===== src/hw/rtl/assert_macros.svh =====
// ----------------------------------------------------------------------------
// Assertion macros
// Shared concurrent assertion wrappers, clocked on clk_i with reset rst_ni.
// ----------------------------------------------------------------------------
`ifndef ASSERT_MACROS_SVH
`define ASSERT_MACROS_SVH

// Plain property checked at every clock edge outside reset.
`define SVQ_ASSERT(lbl, prop, msg) \
  lbl: assert property (@(posedge clk_i) disable iff (!rst_ni) (prop)) else $error(msg);

// Condition in one cycle implies a consequence in the next cycle.
`define SVQ_ASSERT_NEXT(lbl, ante, cons, msg) \
  lbl: assert property (@(posedge clk_i) disable iff (!rst_ni) (ante) |=> (cons)) \
    else $error(msg);

`endif


===== src/hw/rtl/svq_ram.sv =====
// ----------------------------------------------------------------------------
// svq_ram
// Generic single-write, single-read synchronous RAM with registered read data.
// ----------------------------------------------------------------------------
`timescale 1ns / 1ps

module svq_ram #(
  parameter int unsigned WIDTH = 8,
  parameter int unsigned DEPTH = 256,
  localparam int unsigned RAW  = (DEPTH > 1) ? $clog2(DEPTH) : 1
) (
  input  logic             clk_i,
  input  logic             we_i,
  input  logic [RAW-1:0]   waddr_i,
  input  logic [WIDTH-1:0] wdata_i,
  input  logic             re_i,
  input  logic [RAW-1:0]   raddr_i,
  output logic [WIDTH-1:0] rdata_o
);

  logic [WIDTH-1:0] mem_q [DEPTH];
  logic [WIDTH-1:0] rdata_q;

  always_ff @(posedge clk_i) begin
    if (we_i) begin
      mem_q[waddr_i] <= wdata_i;
    end
    if (re_i) begin
      rdata_q <= mem_q[raddr_i];
    end
  end

  assign rdata_o = rdata_q;

endmodule


===== config.mk =====
export PLATFORM = sky130hd
export DESIGN_NAME = svq_ram
export DESIGN_NICKNAME = d
export VERILOG_FILES = /design/src/hw/rtl/assert_macros.svh /design/src/hw/rtl/svq_ram.sv
export SDC_FILE = /design/constraint.sdc
export NUM_CORES = 2
export LEC_CHECK = 0
export BUFFER_PORTS_ARGS = -buffer_cell sky130_fd_sc_hd__buf_4
export CAP_MARGIN = 20
export CORE_UTILIZATION = 45
export DETAILED_ROUTE_END_ITERATION = 8
export PLACE_DENSITY_LB_ADDON = 0.1
export RECOVER_POWER = 100
export SLEW_MARGIN = 10
export SYNTH_ARGS = -nofsm -noshare
export SYNTH_HDL_FRONTEND = slang
export SYNTH_SLANG_ARGS = --single-unit
export TNS_END_PERCENT = 50

===== constraint.sdc =====
create_clock -name clk_i -period 2.65 [get_ports clk_i]
set_input_delay 0.265 -clock clk_i [delete_from_list [all_inputs] [get_ports clk_i]]
set_output_delay 0.265 -clock clk_i [all_outputs]
set_load 0.01 [all_outputs]

==> results.yml <==
placement:
  portBuffers: 34
  dp_hpwl_um: 140000
  place_area_mm2: 0.0876
  gp_congestion: 0.846
  dpl.cell_count: 6557
pwr:
  peakVddDrop_mv: 0.689
  total_power_uw: 68400
  p_leak_uw: 0.0292
  power_density_mw_per_mm2: 736
floorplanning:
  rows: 154
  die_h_um: 423
  io_pins: 35
  dieArea_mm2: 0.179
  die_w_um: 423
  start_util_pct: 45.3
  core_mm2: 0.176
setup_path:
  crit_path_max_fanout: 13
  critPathKind: "input port to register"
  crit_buf_inv: 4
  critPathTopFamily: "buffers and inverters"
  cpPeakStageDelay_ns: 1.56
  critPathLaunchType: "input port"
  crit_path_end_kind: "register"
  crit_path_top_delay_cell: "clkbuf_1"
  required_ns: 3.21
  path_cells: "clkbuf_2 -> nor2b_1 -> clkbuf_1 -> nand4_1 -> clkbuf_1 -> nor2_1 -> clkbuf_2"
  critical_path_arrival_ns: 3.20
min_path:
  hold_class: "input port to register"
clocking:
  cts_max_path_buffers: 3
  cts_setup_buffers: 0
  clk_pin_slew_ns: 0.06
  cts_sinks: 2056
  cts_buffers: 208
  insertion_delay_ns: 0.84
  cts_tree: "yes"
  cts.htree.levels: 4
  cts_root_buffer: "clkbuf_16"
sta:
  hold_slack_ns: 0.0762
  rsz0062_at_grt: "no"
  finalSetupViolations: 0
  max_freq_ghz: 0.379
  min_period_ns: 2.64
  slew_viol_final: 483
  final_hold_viol_count: 0
  finClkSkew_ns: 0.0297
  worstMarginPinSlew_ns: 2.47
  fin_crit_sh_pct: 99.6
  maxSlewHeadroom_pct: -64.4
synthesis:
  ys_top_cells_by_area: "edfxtp_1, mux4_2, mux2i_1"
  ys_seq_area_share_pct: 77.5
  post-synth-top-count-cell: "edfxtp_1"
  ys_ff_latch: 2056
  ys_types: 54
  yosysWarnings: 0
  synth_nets: 3760
  synth_edf_count: 2056
  syn_avg_cell_area_um2: 21.3
  synth_common_cells: "edfxtp_1, mux4_2, nor2_1, mux2i_1, a22oi_1"
  syn_area_mm2: 0.0796
  yosysTopAreaCellShare_pct: 77.5
  synth_top_flop_cell: "edfxtp_1"
  async_flop_share_pct: 0
  synth_largest_area_cell: "edfxtp_1"
  netlist_instances: 3733
cells_and_area:
  drive_gt1_share_pct: 25.8
  stdcell_area_mm2: 0.0930
  layout.nets: 4463
  syn_to_final_growth_pct: 16.8
  stdcell_count: 6947
global_routing:
  grt_max_degree: 81
  grt_remaining_overflow: 0
  grt_pass1_vias: 40704
  antenna_found_initial: 14
  grt_pass1_wl_um: 304000
  grt.total_usage_pct: 24.0
run:
  cap_viol_max_count: 12
routing:
  routedWlPerCell_um: 30.7
  drtIter0Drc: 4514
  dr.pass1.iters: 5
  drc: 0
  vias: 40615
  antenna_left: 0
  routed_wl_um: 213000
  vias_per_cell: 5.85
outcome:
  violations: "max-capacitance violations, max-slew violations"
  outcome: "complete, but fails checks"
==> sequential cells by signal, summed over array words and instances (netlist names) <==
| signal | count |
|---|---|
| mem_q | 2048 |
| rdata_o | 8 |
==> report_power, final <==
group          switching (uW)  internal, uW  total [uW]  leakage (uW)
sequential               36.3         35900       35900        0.0185
combinational            2290          1470        3760       0.00754
clock                   12200         16500       28700       0.00322
total                   14500         53900       68400        0.0292
==> layout by cell type, fill, tap and decap left out, drive strengths merged, types with 3 or more instances in the layout <==
| master | instances |
|---|---|
| nand3 | 34 |
| nor2 | 282 |
| mux4 | 456 |
| a22o | 8 |
| edfxtp | 2056 |
| a2111oi | 5 |
| buf | 374 |
| o22a | 5 |
| nor4 | 27 |
| nand4 | 10 |
| bufinv | 20 |
| or2 | 4 |
| o32ai | 5 |
| diode | 3 |
| mux2i | 134 |
| clkbuf | 606 |
| clkinvlp | 6 |
| o221ai | 47 |
| o21ai | 12 |
| nand2b | 8 |
| a22oi | 133 |
| a221oi | 14 |
| a21oi | 96 |
| inv | 5 |
| o22ai | 28 |
| o211ai | 10 |
| nor2b | 31 |
| and2 | 6 |
| nand2 | 33 |
| nor3 | 22 |
| clkinv | 85 |
| dlygate4sd3 | 9 |
| a211oi | 16 |
==> tightest hold or removal path, delay by kind of cell <==
kind / cells / cell delay (ns)
buffers and inverters: 1 / 0.16
AND/OR/NAND/NOR: 2 / 0.29
==> layer usage <==
metal	track usage, %	vias to the layer above	wire, um
met3	3.73	272	13200
met4	6.33	0	5430
met2	37.8	1455	102000
met5	0	-	0
met1	35.0	21743	92600
li1	-	17145	-
==> kinds of logic (layout without fill, tap and decap cells) <==
logic type	after synthesis	after routing	share of synthesized area [%]
muxes	591	591	14.6
DFF	2056	2056	77.5
and+or+nand+nor	466	466	2.63
buffers and inverters	235	1106	1.83
other	0	3	0
AOI/OAI and AO/OA	385	385	3.42
==> stage by stage <==
stage | utilization, % | setup TNS [ns] | setup WS [ns]
6_report | 52.9 | 0 | 0.0119
5_1_grt | 52.9 | 0 | 0.0185
2_1_floorplan | - | 0 | 0.309
3_3_place_gp | 49.8 | -5.49 | -0.971
4_1_cts | 53.6 | 0 | 0.00668
3_5_place_dp | 49.8 | -5.23 | -0.972
==> layout make-up <==
class / instances / area [um^2]
diodes: 3 / 7.51
clock buffers: 264 / 5480
inverters: 2 / 7.51
clock inverters: 114 / 1150
well taps: 2340 / 2930
multi-input cells: 1442 / 16500
repair buffers: 726 / 5150
flip-flops and latches: 2056 / 61700
fillers: 14002 / 82900
==> final timing paths <==
check	from	end	slack (ns)	cells past startpoint
worst max register to register	mem_q[219][0]	rdata_o[0]	0.06	5
worst max-delay path	waddr_i[1]	mem_q[29][7]	0.01	7
worst min register to register	mem_q[3][0]	rdata_o[0]	1.21	6
worst min-delay path	waddr_i[7]	mem_q[210][3]	0.08	3
==> repair_timing <==
action,CTS,global route
setup endpoints to repair,2,3
cloned,0,0
hold buffers,9,0
resized for setup,5,3
hold endpoints to repair,410,0
No activity file was read; power rests on OpenSTA's default activity.
