===== config.mk =====
export PLATFORM = sky130hd
export DESIGN_NAME = svq_desc_table
export DESIGN_NICKNAME = d
export VERILOG_FILES = /design/src/hw/rtl/assert_macros.svh /design/src/hw/rtl/svq_pkg.sv /design/src/hw/rtl/svq_ram.sv /design/src/hw/rtl/svq_desc_table.sv
export SDC_FILE = /design/constraint.sdc
export NUM_CORES = 2
export LEC_CHECK = 0
export BUFFER_PORTS_ARGS = -buffer_cell sky130_fd_sc_hd__buf_2
export CORE_ASPECT_RATIO = 1.5
export CORE_MARGIN = 1
export CORE_UTILIZATION = 50
export DETAILED_ROUTE_END_ITERATION = 16
export PLACE_DENSITY = 0.65
export RECOVER_POWER = 25
export SETUP_SLACK_MARGIN = 0.15
export SKIP_CTS_REPAIR_TIMING = 1
export SYNTH_ARGS = -nofsm -noshare
export SYNTH_HDL_FRONTEND = slang
export SYNTH_HIERARCHICAL = 1
export SYNTH_SLANG_ARGS = --single-unit
export TNS_END_PERCENT = 100

===== constraint.sdc =====
create_clock -name clk_i -period 4.5 [get_ports clk_i]
set_clock_uncertainty 0.05 [all_clocks]
set_input_delay 0.225 -clock clk_i [delete_from_list [all_inputs] [get_ports clk_i]]
set_output_delay 0.225 -clock clk_i [all_outputs]
set_load 0.02 [all_outputs]

===== src/hw/rtl/assert_macros.svh =====
// ----------------------------------------------------------------------------
// Assertion macros
// Shared concurrent assertion wrappers, clocked on clk_i with reset rst_ni.
// ----------------------------------------------------------------------------
`ifndef ASSERT_MACROS_SVH
`define ASSERT_MACROS_SVH

// Plain property checked at every clock edge outside reset.
`define SVQ_ASSERT(lbl, prop, msg) \
  lbl: assert property (@(posedge clk_i) disable iff (!rst_ni) (prop)) else $error(msg);

// Condition in one cycle implies a consequence in the next cycle.
`define SVQ_ASSERT_NEXT(lbl, ante, cons, msg) \
  lbl: assert property (@(posedge clk_i) disable iff (!rst_ni) (ante) |=> (cons)) \
    else $error(msg);

`endif


===== src/hw/rtl/svq_pkg.sv =====
// ----------------------------------------------------------------------------
// svq_pkg
// Types, codes and sizing constants of the split virtqueue descriptor engine.
// ----------------------------------------------------------------------------
`timescale 1ns / 1ps

package svq_pkg;

  localparam int unsigned MAX_QUEUE_ENTRIES = 256;

  // Exponent of the largest power of two not above the argument.
  function automatic int unsigned floor_log2(input int unsigned v);
    int unsigned r;
    r = 0;
    for (int i = 0; i < 32; i++) begin
      if ((v >> i) != 0) r = i;
    end
    return r;
  endfunction

  // The size register saturates at 256 entries.
  localparam int unsigned QS_LG_MAX =
      (floor_log2(MAX_QUEUE_ENTRIES) > 8) ? 8 : floor_log2(MAX_QUEUE_ENTRIES);
  localparam int unsigned AW    = (QS_LG_MAX > 0) ? QS_LG_MAX : 1;
  localparam int unsigned DEPTH = 1 << AW;

  localparam logic [8:0]  QS_RESET = 9'(1 << QS_LG_MAX);
  localparam logic [15:0] LINK_END = 16'hFFFF;

  typedef enum logic [1:0] {
    MODE_ADD  = 2'd0,
    MODE_POST = 2'd1,
    MODE_GET  = 2'd2,
    MODE_FREE = 2'd3
  } mode_e;

  typedef enum logic [1:0] {
    STAT_OK      = 2'd0,
    STAT_NO_FREE = 2'd1,
    STAT_EMPTY   = 2'd2,
    STAT_RANGE   = 2'd3
  } status_e;

  typedef enum logic {
    ST_IDLE = 1'b0,
    ST_EXEC = 1'b1
  } state_e;

  // Write request into the descriptor table.
  typedef struct packed {
    logic          link_we;
    logic [AW-1:0] idx;
    logic [15:0]   link;
    logic          desc_we;
    logic [63:0]   addr;
    logic [31:0]   len;
    logic          wflag;
  } tbl_wr_t;

  // Queue size in entries for a value of the size register.
  function automatic logic [8:0] qsize(input logic [3:0] lg);
    logic [3:0] lg_eff;
    lg_eff = (lg > 4'(QS_LG_MAX)) ? 4'(QS_LG_MAX) : lg;
    return 9'd1 << lg_eff;
  endfunction

endpackage


===== src/hw/rtl/svq_ram.sv =====
// ----------------------------------------------------------------------------
// svq_ram
// Generic single-write, single-read synchronous RAM with registered read data.
// ----------------------------------------------------------------------------
`timescale 1ns / 1ps

module svq_ram #(
  parameter int unsigned WIDTH = 8,
  parameter int unsigned DEPTH = 256,
  localparam int unsigned RAW  = (DEPTH > 1) ? $clog2(DEPTH) : 1
) (
  input  logic             clk_i,
  input  logic             we_i,
  input  logic [RAW-1:0]   waddr_i,
  input  logic [WIDTH-1:0] wdata_i,
  input  logic             re_i,
  input  logic [RAW-1:0]   raddr_i,
  output logic [WIDTH-1:0] rdata_o
);

  logic [WIDTH-1:0] mem_q [DEPTH];
  logic [WIDTH-1:0] rdata_q;

  always_ff @(posedge clk_i) begin
    if (we_i) begin
      mem_q[waddr_i] <= wdata_i;
    end
    if (re_i) begin
      rdata_q <= mem_q[raddr_i];
    end
  end

  assign rdata_o = rdata_q;

endmodule


===== src/hw/rtl/svq_desc_table.sv =====
// ----------------------------------------------------------------------------
// svq_desc_table
// Descriptor table: buffer fields and the free-list link words, with per-entry
// valid bits so that an unwritten link reads as its rebuilt chain value.
// ----------------------------------------------------------------------------
`timescale 1ns / 1ps

module svq_desc_table (
  input  logic                 clk_i,
  input  logic                 rst_ni,
  input  logic                 clear_i,
  input  logic [8:0]           qsize_i,
  input  logic                 rd_en_i,
  input  logic [svq_pkg::AW-1:0] rd_idx_i,
  input  svq_pkg::tbl_wr_t     wr_i,
  output logic [15:0]          link_o
);
  import svq_pkg::*;

  logic [DEPTH-1:0] vld_q;
  logic [AW-1:0]    idx_q;
  logic [15:0]      link_raw;
  logic [15:0]      link_dflt;

  svq_ram #(.WIDTH(16), .DEPTH(DEPTH)) u_link_ram (
    .clk_i   (clk_i),
    .we_i    (wr_i.link_we),
    .waddr_i (wr_i.idx),
    .wdata_i (wr_i.link),
    .re_i    (rd_en_i),
    .raddr_i (rd_idx_i),
    .rdata_o (link_raw)
  );

  // Address, length and direction are kept for the device side.
  svq_ram #(.WIDTH(97), .DEPTH(DEPTH)) u_desc_ram (
    .clk_i   (clk_i),
    .we_i    (wr_i.desc_we),
    .waddr_i (wr_i.idx),
    .wdata_i ({wr_i.addr, wr_i.len, wr_i.wflag}),
    .re_i    (1'b0),
    .raddr_i ('0),
    .rdata_o ()
  );

  always_ff @(posedge clk_i or negedge rst_ni) begin
    if (!rst_ni) begin
      vld_q <= '0;
    end else if (clear_i) begin
      vld_q <= '0;
    end else if (wr_i.link_we) begin
      vld_q[wr_i.idx] <= 1'b1;
    end
  end

  always_ff @(posedge clk_i) begin
    if (rd_en_i) begin
      idx_q <= rd_idx_i;
    end
  end

  // A rebuilt chain links each entry to the next and ends at the last entry.
  assign link_dflt = (9'(idx_q) == qsize_i - 9'd1) ? LINK_END : 16'(idx_q) + 16'd1;
  assign link_o    = vld_q[idx_q] ? link_raw : link_dflt;

endmodule


==> impl_metrics.toml <==
[outcome]
outcome = "complete, but fails checks"
violations = "max-capacitance violations, max-slew violations, negative setup slack"

[floorplanning]
fp.coreArea_mm2 = 0.342
io_pins = 160
start_util = 0.502
rows = 263
die_w_um = 480
die_h_um = 719
dieArea_mm2 = 0.345

[placed_design]
dp_hpwl_um = 275000
dpl.cell_count = 13100
routabilityCongestion = 1.03
numPortBuffers = 61

[clocking]
h-tree-depth = 5
clk_pin_slew_ns = 0.06
clockBufferDepth = 4
cts_root_buf = "clkbuf_16"
cts.sinks = 4376
clk_latency_ns = 0.95
cts_tree = "yes"
cts_buffers = 390

[global_route]
grt_first_pass_wirelength_um = 635000
grt_start_max_net_pins = 170
antenna_found_initial = 9
globalRouteOverflowTotal = 0
grt_pass1_vias = 88400
grt_usage = 0.257

[synth]
ys.flop_type = "edfxtp_1"
ys_seq_area_frac = 0.759
yosysTopAreaCellShare = 0.722
synth.avg_cell_area_um2 = 20.0
synth_edf_count = 4120
ys.warnings.count = 6
synth_fp_nets = 8718
synth_seq_cells = 4376
yosysUniqueCellTypes = 73
syn-cell-area_mm2 = 0.171
netlist_top_cells_area = "edfxtp_1 (72%), mux4_2 (11%), dfrtp_1 (3.7%), mux2i_1 (3.4%), nor2_1 (1.3%)"
syn-instance-count = 8572
synthArstFlopShare = 0.0585
synth_area_leader_cell = "edfxtp_1"

[power_and_ir_drop]
power.net_switching_mw = 17.6
seq_power_share = 0.540
powerDensity_mw_per_mm2 = 430
swShare = 0.213
comb_power_share = 0.054
p_int_mw = 65.2
power_mw = 82.9
p_leak_nw = 62.9
clockPowerShare = 0.406
vdd_drop_max_mv = 0.335

[critical_path]
arrival_ns = 5.15
cp_cell_sequence = "dlygate4sd3_1 > clkbuf_1 > or2_4 > buf_12 > o221ai_1 > a21oi_1 > nor3_1 > o32ai_1 > nor4_1"
critPathSlowestCell = "clkbuf_1"
path_max_fanout = 54
critPathLaunchType = "primary input"
cp.required_ns = 5.08
r2r_cells = 5
slowest_delay_ns = 1.41
path_class = "primary input to register"
crit_family = "buffers and inverters"
cp-end-kind = "register"
path_buf_inv = 3
cp.depth = 9

[timing]
hold_viol_final = 0
setup_ws_ns = -0.0690
worst_pin_slew_ns = 4.80
fmax_mhz = 219
rsz0062_at_grt = "yes"
max_slew_margin = -2.20
setup_viol = 4
slew_violations = 2337
fin_crit_ns = 4.57
min_period_over_period = 1.02

[finish]
synthToLayoutAreaGrowth_pct = 12.4
multi_input_area_mm2 = 0.0385
ff_latch_area_mm2 = 0.130
fillers = 25200
final_cells = 13900
drive_gt1_frac = 0.239
layout.nets = 9222

[drt]
wl_per_cell_um = 32.2
first_pass_iters = 6
drc_errors = 0
vias = 87700
routed_wl_um = 448000
ant_nets = 0
drt-initial-drc-count = 9725
drt-vias-per-instance = 6.30

[job]
drv_cap = 27

[hold_path]
hold_path_class = "primary input to register"
worstHoldPathCells = 5
## path summary, 6_finish.rpt
check                                    endpoint  slack [ns]                     start
max                        u_link_ram/rdata_o[15]       -0.07               rd_idx_i[2]
min                                    vld_q[223]        0.04                 wr_i[117]
max reg2reg                u_link_ram/rdata_o[15]        1.27  u_link_ram/mem_q[63][15]
min reg2reg                            vld_q[224]        0.44                vld_q[224]
max in group asynchronous               vld_q[50]        1.64                    rst_ni
min in group asynchronous               vld_q[22]        0.84                    rst_ni
## placed cells by master, fill, tap and decap left out, types with 33 or more instances in the layout
cell type  instances
clkinv_1          85
mux2i_1          588
nand2_1           54
dfrtp_1          256
o221ai_1         252
o21ai_0           42
buf_12            55
a22oi_1           52
a21oi_1          438
nand3_1           33
mux2_2           121
buf_4            509
nor3_1           106
clkinv_2          72
mux4_2           825
bufinv_16         43
clkbuf_16        406
o22ai_1          164
nor2_2            62
a22o_1            33
edfxtp_1        4120
nor2_1           531
clkbuf_1          78
## power groups by stage
stage	clock (mW)	sequential, mW	combinational [mW]
final	33.6	44.8	4.49
after global routing	35.5	44.7	4.69
after CTS	34.1	44.7	4.42
after detailed placement	0	45.6	4.41
after global placement	0	45.6	4.31
after floorplan	0	45.5	2.43
## registers in the layout, indices dropped and copies added, names as in the netlist
signal,cells
u_link_ram/mem_q,4096
u_link_ram/rdata_o,16
idx_q,8
vld_q,256
## synthesized netlist by cell type, drive strengths merged (28+ instances only)
cell,instances
a21oi,438
a221oi,28
a22o,34
a22oi,53
buf,247
clkbuf,294
dfrtp,256
edfxtp,4120
mux2,129
mux2i,590
mux4,840
nand2,54
nand3,42
nor2,594
nor3,114
o21ai,43
o221ai,253
o22ai,164
## final cells by class
class / instances / share of cell area
antenna: 19 / 0.000247
tap: 4505 / 0.0293
multi-input combinational: 3640 / 0.200
sequential: 4376 / 0.675
timing repair buffer: 655 / 0.0291
clock inverter: 229 / 0.0117
clock buffer: 480 / 0.0544
inverter: 13 / 0.000318
## worst reg2reg max path, stage by stage, from the launching register on
cell and delay (ns):
edfxtp_1 0.37, mux4_2 0.51, mux4_2 0.50, a22o_1 0.43, o32ai_1 0.85, nor4_1 0.19
## metrics by stage
| stage | utilization | worst slack, ns | setup TNS [ns] | instance area (um^2) | hold WS, ns |
|---|---|---|---|---|---|
| after floorplan | - | 1.31 | 0 | 171000 | -0.121 |
| after global placement | 0.526 | 0.610 | 0 | 180000 | 0.321 |
| after detailed placement | 0.526 | 0.553 | 0 | 180000 | 0.349 |
| after CTS | 0.563 | -0.361 | -4.63 | 192000 | -0.643 |
| after global routing | 0.564 | -0.00653 | -0.0191 | 193000 | 0.0421 |
| final | 0.564 | -0.0690 | -0.172 | 193000 | 0.0353 |
## kinds of logic (layout without fill, tap and decap cells)
| group | Yosys count | in the layout | share of synthesized area |
|---|---|---|---|
| mux | 1559 | 1560 | 0.154 |
| buf+inv | 557 | 1377 | 0.0187 |
| fa+ha+maj | 2 | 2 | 0.000146 |
| xor+xnor | 12 | 12 | 0.000613 |
| other cells | 0 | 19 | 0 |
| simple gates | 954 | 954 | 0.0245 |
| flops | 4376 | 4376 | 0.759 |
| compound gates | 1112 | 1112 | 0.0431 |
## per-layer routing
layer	GRT usage	part of all wire
met1	0.319	0.36
met2	0.434	0.51
met3	0.0371	0.068
met4	0.141	0.065
met5	0	0.000092
(Power assumes the default switching activity.)
